### src/rtl/plrs_pkg.sv
`timescale 1ns / 1ps
`default_nettype none
// ----------------------------------------------------------------------------
// plrs_pkg
// Shared types and constants of the pinned lowest-RTT path selector.
// ----------------------------------------------------------------------------
package plrs_pkg;

    localparam int MAX_PATHS = 8;
    localparam int SLOT_W    = 3;
    localparam int MASK_W    = 8;
    localparam int PORT_W    = 16;
    localparam int IF_W      = 16;
    localparam int SRTT_W    = 32;
    localparam int RTT_SHIFT = 3;
    localparam int RTT_W     = SRTT_W - RTT_SHIFT;
    localparam int CFG_W     = 16;
    localparam int CFG_IDX_W = 2;

    localparam logic [PORT_W-1:0] REDUNDANT_PORT_RST = PORT_W'(5000);

    // configuration register indexes
    localparam logic [CFG_IDX_W-1:0] CFG_REDUNDANT_PORT    = 2'd0;
    localparam logic [CFG_IDX_W-1:0] CFG_PIN_IF_REDUNDANT  = 2'd1;
    localparam logic [CFG_IDX_W-1:0] CFG_PIN_IF_LOWEST_RTT = 2'd2;

    // result status codes
    localparam logic [1:0] OUTCOME_NORMAL   = 2'd0;
    localparam logic [1:0] OUTCOME_FALLBACK = 2'd1;
    localparam logic [1:0] OUTCOME_NONE     = 2'd2;

    // commands from the controller to the datapath
    typedef struct packed {
        logic take;    // a record word is accepted this cycle
        logic first;   // that word opens a set
        logic finish;  // evaluate the set and clear it
    } t_cmd;

endpackage
`default_nettype wire

### src/rtl/pinned_lowest_rtt_path_selector_core.sv
`timescale 1ns / 1ps
`default_nettype none
// ----------------------------------------------------------------------------
// pinned_lowest_rtt_path_selector_core
// Multipath scheduler: takes one path record per cycle while not busy, picks the lowest
// smoothed RTT path (or all paths in redundant mode), honoring a pinned
// interface with fallback to the best path overall.
// ----------------------------------------------------------------------------
// result: the closing record moves the sequencer to its evaluation state, and the result
// word is registered from that state; one record is taken per cycle while busy is low,
//   busy is high for the single evaluation cycle after the closing record
// the receiver cannot stall; results are one-cycle strobes
// reset: control, configuration and per-set registers return to their defaults, any partial set is dropped
module pinned_lowest_rtt_path_selector_core (
    input  wire logic                              i_clk,
    input  wire logic                              i_rst_n,
    input  wire logic                              start,
    output logic                                   busy,
    input  wire logic                              i_cfg_we,
    input  wire logic [plrs_pkg::CFG_IDX_W-1:0]    i_cfg_idx,
    input  wire logic [plrs_pkg::CFG_W-1:0]        i_cfg_data,
    input  wire logic [plrs_pkg::SLOT_W-1:0]       i_path_slot,
    input  wire logic                              i_path_active,
    input  wire logic                              i_buffer_free,
    input  wire logic [plrs_pkg::IF_W-1:0]         i_bound_interface,
    input  wire logic [plrs_pkg::SRTT_W-1:0]       i_smoothed_rtt,
    input  wire logic [plrs_pkg::PORT_W-1:0]       i_remote_port,
    input  wire logic [plrs_pkg::PORT_W-1:0]       i_local_port,
    input  wire logic                              i_last_path,
    output logic                                   o_valid,
    output logic                                   o_replicated,
    output logic [plrs_pkg::MASK_W-1:0]            o_scheduled_mask,
    output logic [plrs_pkg::SLOT_W-1:0]            o_chosen_slot,
    output logic [1:0]                             o_outcome
);
    import plrs_pkg::*;

    t_cmd cmd;

    plrs_ctrl u_ctrl (
        .i_clk       (i_clk),
        .i_rst_n     (i_rst_n),
        .i_start     (start),
        .i_last_path (i_last_path),
        .o_cmd       (cmd),
        .o_busy      (busy)
    );

    plrs_datapath u_datapath (
        .i_clk             (i_clk),
        .i_rst_n           (i_rst_n),
        .i_cmd             (cmd),
        .i_cfg_we          (i_cfg_we),
        .i_cfg_idx         (i_cfg_idx),
        .i_cfg_data        (i_cfg_data),
        .i_path_slot       (i_path_slot),
        .i_path_active     (i_path_active),
        .i_buffer_free     (i_buffer_free),
        .i_bound_interface (i_bound_interface),
        .i_smoothed_rtt    (i_smoothed_rtt),
        .i_remote_port     (i_remote_port),
        .i_local_port      (i_local_port),
        .o_valid           (o_valid),
        .o_replicated      (o_replicated),
        .o_scheduled_mask  (o_scheduled_mask),
        .o_chosen_slot     (o_chosen_slot),
        .o_outcome         (o_outcome)
    );

endmodule
`default_nettype wire

### src/rtl/plrs_ctrl.sv
`timescale 1ns / 1ps
`default_nettype none
// ----------------------------------------------------------------------------
// plrs_ctrl
// Set sequencer: tracks the first record, the closing record and the
// evaluation cycle, and issues commands to the datapath.
// ----------------------------------------------------------------------------
module plrs_ctrl (
    input  wire logic          i_clk,
    input  wire logic          i_rst_n,
    input  wire logic          i_start,
    input  wire logic          i_last_path,
    output plrs_pkg::t_cmd     o_cmd,
    output logic               o_busy
);
    import plrs_pkg::*;

    typedef enum logic [2:0] {
        S_FIRST = 3'b001,
        S_REST  = 3'b010,
        S_DONE  = 3'b100
    } t_state;

    t_state r_state;
    t_state n_state;
    logic   take;

    assign o_busy = (r_state == S_DONE);
    assign take   = i_start && !o_busy;

    always_comb begin
        n_state = r_state;
        unique case (r_state)
            S_FIRST, S_REST: begin
                if (take) begin
                    n_state = i_last_path ? S_DONE : S_REST;
                end
            end
            S_DONE: begin
                n_state = S_FIRST;
            end
            default: begin
                n_state = S_FIRST;
            end
        endcase
    end

    always_ff @(posedge i_clk) begin
        if (!i_rst_n) begin
            r_state <= S_FIRST;
        end else begin
            r_state <= n_state;
        end
    end

    assign o_cmd.take   = take;
    assign o_cmd.first  = (r_state == S_FIRST);
    assign o_cmd.finish = (r_state == S_DONE);

`ifndef NO_ASSERTIONS
    // evaluation lasts exactly one cycle
    a_done_one_cycle: assert property (@(posedge i_clk) disable iff (!i_rst_n)
        o_busy |=> !o_busy)
        else $error("busy held for more than one cycle");

    // a closing record always leads to evaluation
    a_last_to_done: assert property (@(posedge i_clk) disable iff (!i_rst_n)
        take && i_last_path |=> o_busy)
        else $error("closing record not followed by evaluation");

    // no record is taken while evaluating
    a_no_take_done: assert property (@(posedge i_clk) disable iff (!i_rst_n)
        o_cmd.finish |-> !o_cmd.take)
        else $error("record taken during evaluation");
`endif

endmodule
`default_nettype wire

### src/rtl/plrs_datapath.sv
`timescale 1ns / 1ps
`default_nettype none
// ----------------------------------------------------------------------------
// plrs_datapath
// Configuration registers, per-set accumulators (best RTTs, slot masks,
// latched mode) and the registered result word.
// ----------------------------------------------------------------------------
module plrs_datapath (
    input  wire logic                              i_clk,
    input  wire logic                              i_rst_n,
    input  wire plrs_pkg::t_cmd                    i_cmd,
    input  wire logic                              i_cfg_we,
    input  wire logic [plrs_pkg::CFG_IDX_W-1:0]    i_cfg_idx,
    input  wire logic [plrs_pkg::CFG_W-1:0]        i_cfg_data,
    input  wire logic [plrs_pkg::SLOT_W-1:0]       i_path_slot,
    input  wire logic                              i_path_active,
    input  wire logic                              i_buffer_free,
    input  wire logic [plrs_pkg::IF_W-1:0]         i_bound_interface,
    input  wire logic [plrs_pkg::SRTT_W-1:0]       i_smoothed_rtt,
    input  wire logic [plrs_pkg::PORT_W-1:0]       i_remote_port,
    input  wire logic [plrs_pkg::PORT_W-1:0]       i_local_port,
    output logic                                   o_valid,
    output logic                                   o_replicated,
    output logic [plrs_pkg::MASK_W-1:0]            o_scheduled_mask,
    output logic [plrs_pkg::SLOT_W-1:0]            o_chosen_slot,
    output logic [1:0]                             o_outcome
);
    import plrs_pkg::*;

    // configuration
    logic [PORT_W-1:0] r_redundant_port;
    logic [IF_W-1:0]   r_pin_if_redundant;
    logic [IF_W-1:0]   r_pin_if_lowest_rtt;

    // per-set state
    logic              r_mode;
    logic [RTT_W-1:0]  r_pin_rtt;
    logic              r_pin_vld;
    logic [SLOT_W-1:0] r_pin_slot;
    logic [RTT_W-1:0]  r_all_rtt;
    logic              r_all_vld;
    logic [SLOT_W-1:0] r_all_slot;
    logic              r_any;
    logic [MASK_W-1:0] r_pin_mask;
    logic [MASK_W-1:0] r_all_mask;

    // result word
    logic              r_valid;
    logic              r_res_mode;
    logic [MASK_W-1:0] r_res_mask;
    logic [SLOT_W-1:0] r_res_slot;
    logic [1:0]        r_res_outcome;

    logic              mode;
    logic [IF_W-1:0]   pin;
    logic              on_pin;
    logic              slot_ok;
    logic [MASK_W-1:0] slot_bit;
    logic [RTT_W-1:0]  rtt;
    logic              usable;
    logic              upd_all;
    logic              upd_pin;
    logic [MASK_W-1:0] n_mask;
    logic [SLOT_W-1:0] n_slot;
    logic [1:0]        n_outcome;

    // mode comes from the ports of the opening record
    assign mode = i_cmd.first ? ((i_remote_port == r_redundant_port) ||
                                 (i_local_port == r_redundant_port))
                              : r_mode;
    assign pin      = mode ? r_pin_if_redundant : r_pin_if_lowest_rtt;
    assign on_pin   = (pin == '0) || (i_bound_interface == pin);
    assign slot_ok  = int'(i_path_slot) < MAX_PATHS;
    assign slot_bit = MASK_W'(1) << i_path_slot;
    assign rtt      = i_smoothed_rtt[SRTT_W-1:RTT_SHIFT];
    assign usable   = slot_ok && !mode && i_path_active && i_buffer_free;
    assign upd_all  = usable && (!r_all_vld || (rtt < r_all_rtt));
    assign upd_pin  = usable && on_pin && (!r_pin_vld || (rtt < r_pin_rtt));

    // set evaluation, with r_mode already latched
    always_comb begin
        n_mask    = '0;
        n_slot    = '0;
        n_outcome = OUTCOME_NONE;
        if (r_mode) begin
            if (r_pin_mask != '0) begin
                n_mask    = r_pin_mask;
                n_outcome = OUTCOME_NORMAL;
            end else if ((r_pin_if_redundant != '0) && r_any) begin
                n_mask    = r_all_mask;
                n_outcome = OUTCOME_FALLBACK;
            end
        end else begin
            if (r_pin_vld) begin
                n_slot    = r_pin_slot;
                n_mask    = MASK_W'(1) << r_pin_slot;
                n_outcome = OUTCOME_NORMAL;
            end else if ((r_pin_if_lowest_rtt != '0) && r_any && r_all_vld) begin
                n_slot    = r_all_slot;
                n_mask    = MASK_W'(1) << r_all_slot;
                n_outcome = OUTCOME_FALLBACK;
            end
        end
    end

    always_ff @(posedge i_clk) begin
        if (!i_rst_n) begin
            r_redundant_port    <= REDUNDANT_PORT_RST;
            r_pin_if_redundant  <= '0;
            r_pin_if_lowest_rtt <= '0;
        end else if (i_cfg_we) begin
            unique case (i_cfg_idx)
                CFG_REDUNDANT_PORT:    r_redundant_port    <= i_cfg_data;
                CFG_PIN_IF_REDUNDANT:  r_pin_if_redundant  <= i_cfg_data;
                CFG_PIN_IF_LOWEST_RTT: r_pin_if_lowest_rtt <= i_cfg_data;
                default: ;
            endcase
        end
    end

    always_ff @(posedge i_clk) begin
        if (!i_rst_n || i_cmd.finish) begin
            r_mode     <= 1'b0;
            r_pin_rtt  <= '1;
            r_pin_vld  <= 1'b0;
            r_pin_slot <= '0;
            r_all_rtt  <= '1;
            r_all_vld  <= 1'b0;
            r_all_slot <= '0;
            r_any      <= 1'b0;
            r_pin_mask <= '0;
            r_all_mask <= '0;
        end else if (i_cmd.take) begin
            r_mode <= mode;
            if (slot_ok && mode) begin
                r_any      <= 1'b1;
                r_all_mask <= r_all_mask | slot_bit;
                if (on_pin) begin
                    r_pin_mask <= r_pin_mask | slot_bit;
                end
            end
            if (usable) begin
                r_any <= 1'b1;
            end
            if (upd_all) begin
                r_all_rtt  <= rtt;
                r_all_vld  <= 1'b1;
                r_all_slot <= i_path_slot;
            end
            if (upd_pin) begin
                r_pin_rtt  <= rtt;
                r_pin_vld  <= 1'b1;
                r_pin_slot <= i_path_slot;
            end
        end
    end

    always_ff @(posedge i_clk) begin
        if (!i_rst_n) begin
            r_valid <= 1'b0;
        end else begin
            r_valid <= i_cmd.finish;
        end
    end

    always_ff @(posedge i_clk) begin
        if (i_cmd.finish) begin
            r_res_mode    <= r_mode;
            r_res_mask    <= n_mask;
            r_res_slot    <= n_slot;
            r_res_outcome <= n_outcome;
        end
    end

    assign o_valid          = r_valid;
    assign o_replicated     = r_res_mode;
    assign o_scheduled_mask = r_res_mask;
    assign o_chosen_slot    = r_res_slot;
    assign o_outcome        = r_res_outcome;

`ifndef NO_ASSERTIONS
    // one word per set, never two in a row
    a_valid_pulse: assert property (@(posedge i_clk) disable iff (!i_rst_n)
        o_valid |=> !o_valid)
        else $error("result strobe longer than one cycle");

    // no usable path means nothing scheduled
    a_none_empty: assert property (@(posedge i_clk) disable iff (!i_rst_n)
        o_valid && (o_outcome == OUTCOME_NONE) |-> (o_scheduled_mask == '0))
        else $error("mask set with no usable path");

    // lowest-rtt picks exactly one path, the chosen slot
    a_rtt_onehot: assert property (@(posedge i_clk) disable iff (!i_rst_n)
        o_valid && !o_replicated && (o_outcome != OUTCOME_NONE)
        |-> $onehot(o_scheduled_mask) && o_scheduled_mask[o_chosen_slot])
        else $error("lowest-rtt mask does not match chosen slot");

    // redundant mode never reports a slot
    a_red_slot: assert property (@(posedge i_clk) disable iff (!i_rst_n)
        o_valid && o_replicated |-> (o_chosen_slot == '0))
        else $error("slot reported in redundant mode");
`endif

endmodule
`default_nettype wire
### config.mk
export PLATFORM = sky130hd
export DESIGN_NAME = pinned_lowest_rtt_path_selector_core
export DESIGN_NICKNAME = d
export VERILOG_FILES = /design/src/rtl/plrs_pkg.sv /design/src/rtl/pinned_lowest_rtt_path_selector_core.sv /design/src/rtl/plrs_ctrl.sv /design/src/rtl/plrs_datapath.sv
export SDC_FILE = /design/constraint.sdc
export NUM_CORES = 1
export LEC_CHECK = 0
export ABC_AREA = 1
export BUFFER_PORTS_ARGS = -buffer_cell sky130_fd_sc_hd__buf_4
export CAP_MARGIN = 0
export CORE_UTILIZATION = 52
export DETAILED_ROUTE_END_ITERATION = 8
export PLACE_DENSITY = 0.77
export SLEW_MARGIN = 10
export SYNTH_ARGS = -nofsm -noshare
export SYNTH_HDL_FRONTEND = slang
export SYNTH_SLANG_ARGS = --single-unit
export TNS_END_PERCENT = 5
### constraint.sdc
create_clock -name i_clk -period 2.7 [get_ports i_clk]
set_input_delay 0.54 -clock i_clk [delete_from_list [all_inputs] [get_ports i_clk]]
set_output_delay 0.54 -clock i_clk [all_outputs]
set_load 0.02 [all_outputs]
Word level (Yosys, flattened, before mapping) --
Cells that the tools add are included.
Cells by class: $lt $le $gt $ge 2, equality and inequality tests 8, shift operators 3, mux-type cells 17, bitwise gates (word level) 2, reduce and logical (&&, ||, !) cells 35
Operators by type and width (number):
- $lt 29x29->1 | 2
- $eq 16x16->1 | 3
- $mux 8 | 5
- $reduce_bool 16->1 | 2
- $shl 1x3->8 const A | 3
- $logic_not 16->1 | 1
- $mux 16 | 1
- $or 8x8->8 | 2
- $reduce_and 2->1 | 8
- $mux 2 | 5
- $logic_and 1x1->1 | 9
- $mux 3 | 3
- $reduce_bool 8->1 | 1
- $logic_not 1->1 | 5
- $logic_or 1x1->1 | 5
- $eq 3x1->1 const B | 1
- $eq 3x2->1 const B | 1
- $eq 3x3->1 const B | 1
- $mux 1 | 3
- $reduce_and 3->1 | 1
- $eq 2x1->1 const B | 1
- $eq 2x2->1 const B | 1
- $logic_not 2->1 | 1
- $reduce_bool 2->1 | 1
- $reduce_or 2->1 | 1
Word-level totals: flip-flop bits (word level) 150, input bits 108, output and inout port bits 16, word-level logic and storage cells 86

Depth between registers and ports, before layout --
depth in word-level cells 9, gate-level depth with buffers 23, gate-level depth less buffers 22

Cells and area by module --
A second synthesis with hierarchy kept.
Unflattened totals: cells, all modules 1214, area total of the unflattened synthesis 8518.2 um^2
By module, submodules not included:
- plrs_datapath | instances 1, cells an instance 1186, area an instance 8333.0 um^2, seq. area each 3083.0 um^2
- plrs_ctrl | instances 1, cells an instance 28, area an instance 185.2 um^2, seq. area each 60.1 um^2

Worst setup path before layout --
Ideal clock, no wire load.
path kind reg2reg, start reg u_ctrl.r_state[2], end reg u_datapath.r_all_rtt[10], setup time 126 ps, data arrival time 3031 ps, required time 2574 ps, setup slack -457 ps, cell stages (with the launch flop) 12, buffers on the path 2, clock period less this slack 3157 ps, path through dfxtp_1 inv_1 nor3_1 nor2_1 nand4_1 inv_2 nand2_2 inv_2 buf_2 buf_2 a21oi_1 o21ai_0
On the way: elaborated cells on any way between the ends 11, classes of those cells eq/ne (2); mux (1); reduce/logical (8)
RTL lines:
- start, declared | RTL line plrs_ctrl.sv:24 | t_state r_state;
- start signal, assigned | RTL line plrs_ctrl.sv:52 | r_state <= n_state;
- $eq 3x3->1 * | RTL line plrs_ctrl.sv:28 | assign o_busy = (r_state == S_DONE);
- via busy | RTL line pinned_lowest_rtt_path_selector_core.sv:18 | output logic busy,
- $logic_not 1->1 | RTL line plrs_ctrl.sv:29 | assign take = i_start && !o_busy;
- $logic_and 1x1->1 | RTL line plrs_ctrl.sv:29
- $reduce_and 2->1 (no line)
- end signal, assigned | RTL line plrs_datapath.sv:146 | r_all_rtt <= rtt;
- end, declared | RTL line plrs_datapath.sv:40 | logic [RTT_W-1:0] r_all_rtt;
Mark *: on every way through the listed nets, which the timed path passes. The rest lies on a longest branch. A chain may end at the register's enable or synchronous reset.

Final worst setup path --
start reg u_datapath.r_redundant_port[1], end reg u_datapath.r_pin_rtt[4]
On the way: longest elaborated chain between the ends 9, elaborated cells on any way between the ends 14, classes of those cells eq/ne (3); mux (2); reduce/logical (9)
RTL lines:
- start, declared | RTL line plrs_datapath.sv:31 | logic [PORT_W-1:0] r_redundant_port;
- start signal, assigned | RTL line plrs_datapath.sv:113 | CFG_REDUNDANT_PORT: r_redundant_port <= i_cfg_data;
- $eq 16x16->1, on equally long branches | RTL line plrs_datapath.sv:68, plrs_datapath.sv:69
- $logic_or 1x1->1 * | RTL line plrs_datapath.sv:68 | assign mode = i_cmd.first ? ((i_remote_port == r_redundant_port) ||
- $mux 1 * | RTL line plrs_datapath.sv:68
- $mux 16 or $logic_not 1->1 (tied branches) | RTL line plrs_datapath.sv:71, plrs_datapath.sv:76
- $eq 16x16->1 (tied with other cells) | RTL line plrs_datapath.sv:72 | assign on_pin = (pin == '0) || (i_bound_interface == pin);
- $logic_or 1x1->1 or $logic_and 1x1->1 (tied branches) | RTL line plrs_datapath.sv:72, plrs_datapath.sv:76
- $logic_and 1x1->1 * (2 in series) | RTL line plrs_datapath.sv:78 | assign upd_pin = usable && on_pin && (!r_pin_vld || (rtt < r_pin_rtt));
- $reduce_and 2->1 (no line) *
- end signal, assigned | RTL line plrs_datapath.sv:151 | r_pin_rtt <= rtt;
- end, declared | RTL line plrs_datapath.sv:37 | logic [RTT_W-1:0] r_pin_rtt;
Mark *: on every way between the ends. The rest lies on a longest branch, timed or not.

==> results.rst <==
.. list-table::
   :header-rows: 1

   * - Metric
     - Value
   * - Via total after detailed routing
     - between 8000 and 9000
   * - Number of I/O pins
     - between 100 and 150
   * - Clock tree from TritonCTS
     - built
   * - Clock Sinks
     - 150
   * - Largest net degree at the start of global routing
     - 51
   * - Proportion of layout cells with a drive suffix above 1
     - 16.77%
   * - Synth Instances
     - ~1200
   * - Number of buffers created by CTS
     - 17
   * - Area enclosed by the die boundary
     - roughly 0.017 mm^2
   * - Sequential element share of the synthesized area
     - a little under two fifths
   * - Row count
     - 45
   * - Total wirelength of the detailed-routed design
     - ~21000 um
   * - Final estimated routing congestion in global placement
     - roughly 0.90
   * - Leading cell type in the layout, fill and taps excluded
     - nand2_1
   * - Starting utilization of the core area
     - a little over half
   * - Largest stage delay on the critical path
     - 0.35 ns
   * - Final worst path period share
     - around 97%
   * - Slowest library cell on the worst path
     - dfxtp_2
   * - Remaining antenna violation count after routing
     - 0
   * - Average via count per standard cell
     - roughly 5.4
   * - Number of flip-flops and latches in the synthesized netlist
     - 150
   * - Initial antenna violation count
     - 0
   * - Maximum frequency from static timing analysis
     - ~0.38 GHz
   * - 1st-iter DRT viols
     - 591
   * - Total congestion overflow
     - 0
   * - Synthesis-to-layout area growth
     - 21.36%
   * - Port Buffers
     - between 100 and 150
   * - Clock edge transition at the registers on the reported setup and hold paths
     - approximately 0.06 ns
   * - Data required time at the worst endpoint
     - between 2 and 3 ns
   * - Worst-case headroom to the max-slew limit
     - 40.18%
   * - Class of the most critical hold timing path
     - in -> reg
   * - Core region area
     - 0.01543 mm^2
   * - Number of global-route vias before repair
     - about 7300
   * - Final Net Count
     - 1469
   * - Final Max Slew Viols
     - 0
   * - Die X-Extent
     - roughly 130 um
   * - Post-Syn Nets
     - around 1300
   * - Setup slack after layout
     - 0.08594 ns
   * - Total routing resource utilization after global routing
     - 26.58%
   * - Worst setup slack before clock tree synthesis
     - -0.2877 ns
   * - # fillers
     - roughly 1400
   * - Footprint of the multi-input gates
     - 0.004324 mm^2
   * - Commonest cells after routing, fill and taps aside
     - 255 x nand2_1, 163 x inv_1, 148 x buf_4
   * - Actual transition at the worst max-transition pin
     - between 0.8 and 0.9 ns
   * - Final cell count without fillers
     - 1529
   * - Highest ir drop seen on vdd
     - slightly below 0.0005 V
   * - Number of unique standard cell types used by synthesis
     - 37
   * - Reg-to-reg slack, setup
     - roughly 0.086 ns
   * - Worst Setup End Kind
     - register
   * - CP cell instances
     - xor2_1, nor2_1, nand2_1, nor2_1, nand2_1, nand3_4, buf_4, nand2_4, nand2_1, nand3b_1, nand2_1, nor2_1, nand2_1, nor2_1, nand2_1, nand2_4, nand3_4, buf_12, nand2_1, nand3_1
   * - Number of placed cells counting well taps
     - between 1000 and 1500
   * - Pwr/cell area
     - approximately 540 mW/mm^2
   * - Total DRC errors in the routed layout
     - 0
   * - Yosys warns
     - 0
   * - Average cell area after synthesis
     - roughly 7.1 um^2
   * - Final routed wire length divided by cell count
     - around 14 um
   * - Reported leakage power
     - 5.158 nW
   * - Cell repeated most along the worst path
     - nand2_1
   * - Power Total
     - between 0.005 and 0.006 W
   * - Die Span Y
     - roughly 130 um
   * - Cell area after synthesis
     - 0.008354 mm^2
   * - Max capacitance violation total
     - 0
   * - Worst-Skew Late Latency
     - 0.42 ns
   * - Placed standard-cell area
     - approximately 0.0095 mm^2
   * - Final non-filler cell area
     - a little over 0.01 mm^2
   * - Placed wire-length estimate after detailed placement
     - 15590 um
   * - CP Data Arrival Time
     - between 2 and 3 ns
   * - Wire length of the first global-routing pass
     - around 35000 um
   * - Status
     - finished, final reports clean
   * - Clock period minus worst slack
     - 2.614 ns
   * - Setup repair after global routing missed its margin
     - yes
   * - WS Path Type
     - reg -> reg
   * - CP Max Fanout
     - 29
   * - Top cell family by delay on the critical path
     - simple AND/OR/NAND/NOR gates
   * - Element type at the critical path start
     - register
   * - Buffers & Inverters on Critical Path
     - 2
   * - Buffer cell driving the clock tree root
     - clkbuf_16
   * - Maximum level of the CTS H-tree
     - 4
   * - Number of iterations in the first detailed-routing pass
     - 5
   * - Number of buffers on the longest clock path
     - 2
   * - Diodes inserted
     - 0
   * - Number of failing setup endpoints in the final timing report
     - 0
   * - Clock Skew
     - around 0.0077 ns
   * - Register Area
     - around 0.0032 mm^2
   * - Hold Violations, Final
     - 0
## sequential cells by signal, summed over array words and instances (netlist names)
register and flops:
u_ctrl.r_state 3, u_datapath.o_chosen_slot 3, u_datapath.o_outcome 2, u_datapath.o_replicated 1, u_datapath.o_scheduled_mask 8, u_datapath.o_valid 1
u_datapath.r_all_mask 8, u_datapath.r_all_rtt 29, u_datapath.r_all_slot 3, u_datapath.r_all_vld 1, u_datapath.r_any 1, u_datapath.r_mode 1
u_datapath.r_pin_if_lowest_rtt 16, u_datapath.r_pin_if_redundant 16, u_datapath.r_pin_mask 8, u_datapath.r_pin_rtt 29, u_datapath.r_pin_slot 3, u_datapath.r_pin_vld 1
u_datapath.r_redundant_port 16
## layout make-up
| type | count | area share [%] |
|---|---|---|
| Tap cell | 211 | 2.604 |
| Inverter | 184 | 6.812 |
| Clock inverter | 9 | 0.5307 |
| Timing Repair Buffer | 152 | 11.66 |
| Sequential cell | 150 | 31.12 |
| Clock buffer | 23 | 4.616 |
| Multi-Input combinational cell | 800 | 42.65 |
## power breakdown
part	switching (W)	leakage (nW)	total, W	internal, W
combinational	0.000614	3.66	0.00102	0.000410
sequential	0.0000525	1.24	0.00239	0.00233
clock	0.000895	0.258	0.00211	0.00121
## per-stage QoR
step / hold WS [ns] / util (%) / setup TNS (ns)
final: 0.3409 / 65.72 / 0
after global routing: 0.3530 / 65.72 / -5.602
after CTS: 0.3247 / 65.30 / 0
after detailed placement: 0.4424 / 61.82 / -10.68
after global placement: 0.4374 / 61.82 / -10.29
after floorplan: 0.4064 / - / 0
## logic make-up (layout without fill, tap and decap cells)
kind of cell	count (synthesis)	after routing	synth area share, %
buffers and inverters	233	368	11.20
flip-flops	150	150	37.62
AO/OA/AOI/OAI	240	240	15.65
adder cells (fa/ha/maj)	56	56	8.387
XOR/XNOR	5	5	0.5242
AND/OR/NAND/NOR	498	499	26.61
## cells in the mapped netlist
library cell	number	area [um^2]
o211ai_1	10	75.07
nand2_4	1	11.26
o21a_1	1	7.510
clkbuf_1	28	105.1
buf_1	4	15.01
nand3_4	1	17.52
o221ai_1	10	87.58
nand2_2	4	25.02
buf_2	7	35.03
a21oi_1	118	590.6
inv_1	163	611.8
clkinv_1	2	7.510
nand2_1	256	960.9
a21oi_2	1	8.760
nand4_1	45	281.5
o31ai_1	3	22.52
nand3_1	81	405.4
nor3_1	16	80.08
buf_4	6	45.04
a21boi_0	1	7.510
ha_1	56	700.7
xor2_1	5	43.79
nor4_1	8	50.05
o22ai_1	4	25.02
inv_2	19	71.32
o32ai_1	3	26.28
nand3_2	1	10.01
nor2_1	69	259.0
o21ai_0	82	410.4
o21ai_1	3	15.01
nor3_2	1	10.01
o2111ai_1	1	8.760
buf_6	4	45.04
nand3b_1	15	112.6
edfxtp_1	14	420.4
dfxtp_1	136	2723
a211oi_1	3	22.52
## repair_timing
| item | in CTS | in global routing |
|---|---|---|
| hold endpoints to repair | 0 | 0 |
| gates resized for setup | 2 | 15 |
| cloned | 0 | 2 |
| pin swaps | 0 | 3 |
| hold buffers | 0 | 0 |
| buffers inserted | 0 | 2 |
| setup endpoints to repair | 31 | 41 |
## path summary, 6_finish.rpt
kind	from	cells after the start	endpoint
worst max register to register	u_datapath.r_redundant_port[1]	20	u_datapath.r_pin_rtt[4]
worst min register to register	u_datapath.r_pin_rtt[2]	2	u_datapath.r_pin_rtt[2]
worst max-delay path	u_datapath.r_redundant_port[1]	20	u_datapath.r_pin_rtt[4]
worst min-delay path	start	2	u_ctrl.r_state[0]
## metal layers
| metal | part of all wire [%] | track usage [%] |
|---|---|---|
| met1 | 45 | 34.06 |
| met4 | 2.5 | 10.73 |
| met2 | 47 | 44.10 |
| met5 | 0 | 0 |
| met3 | 5.8 | 4.990 |
Power figures use the tool's default switching activity.
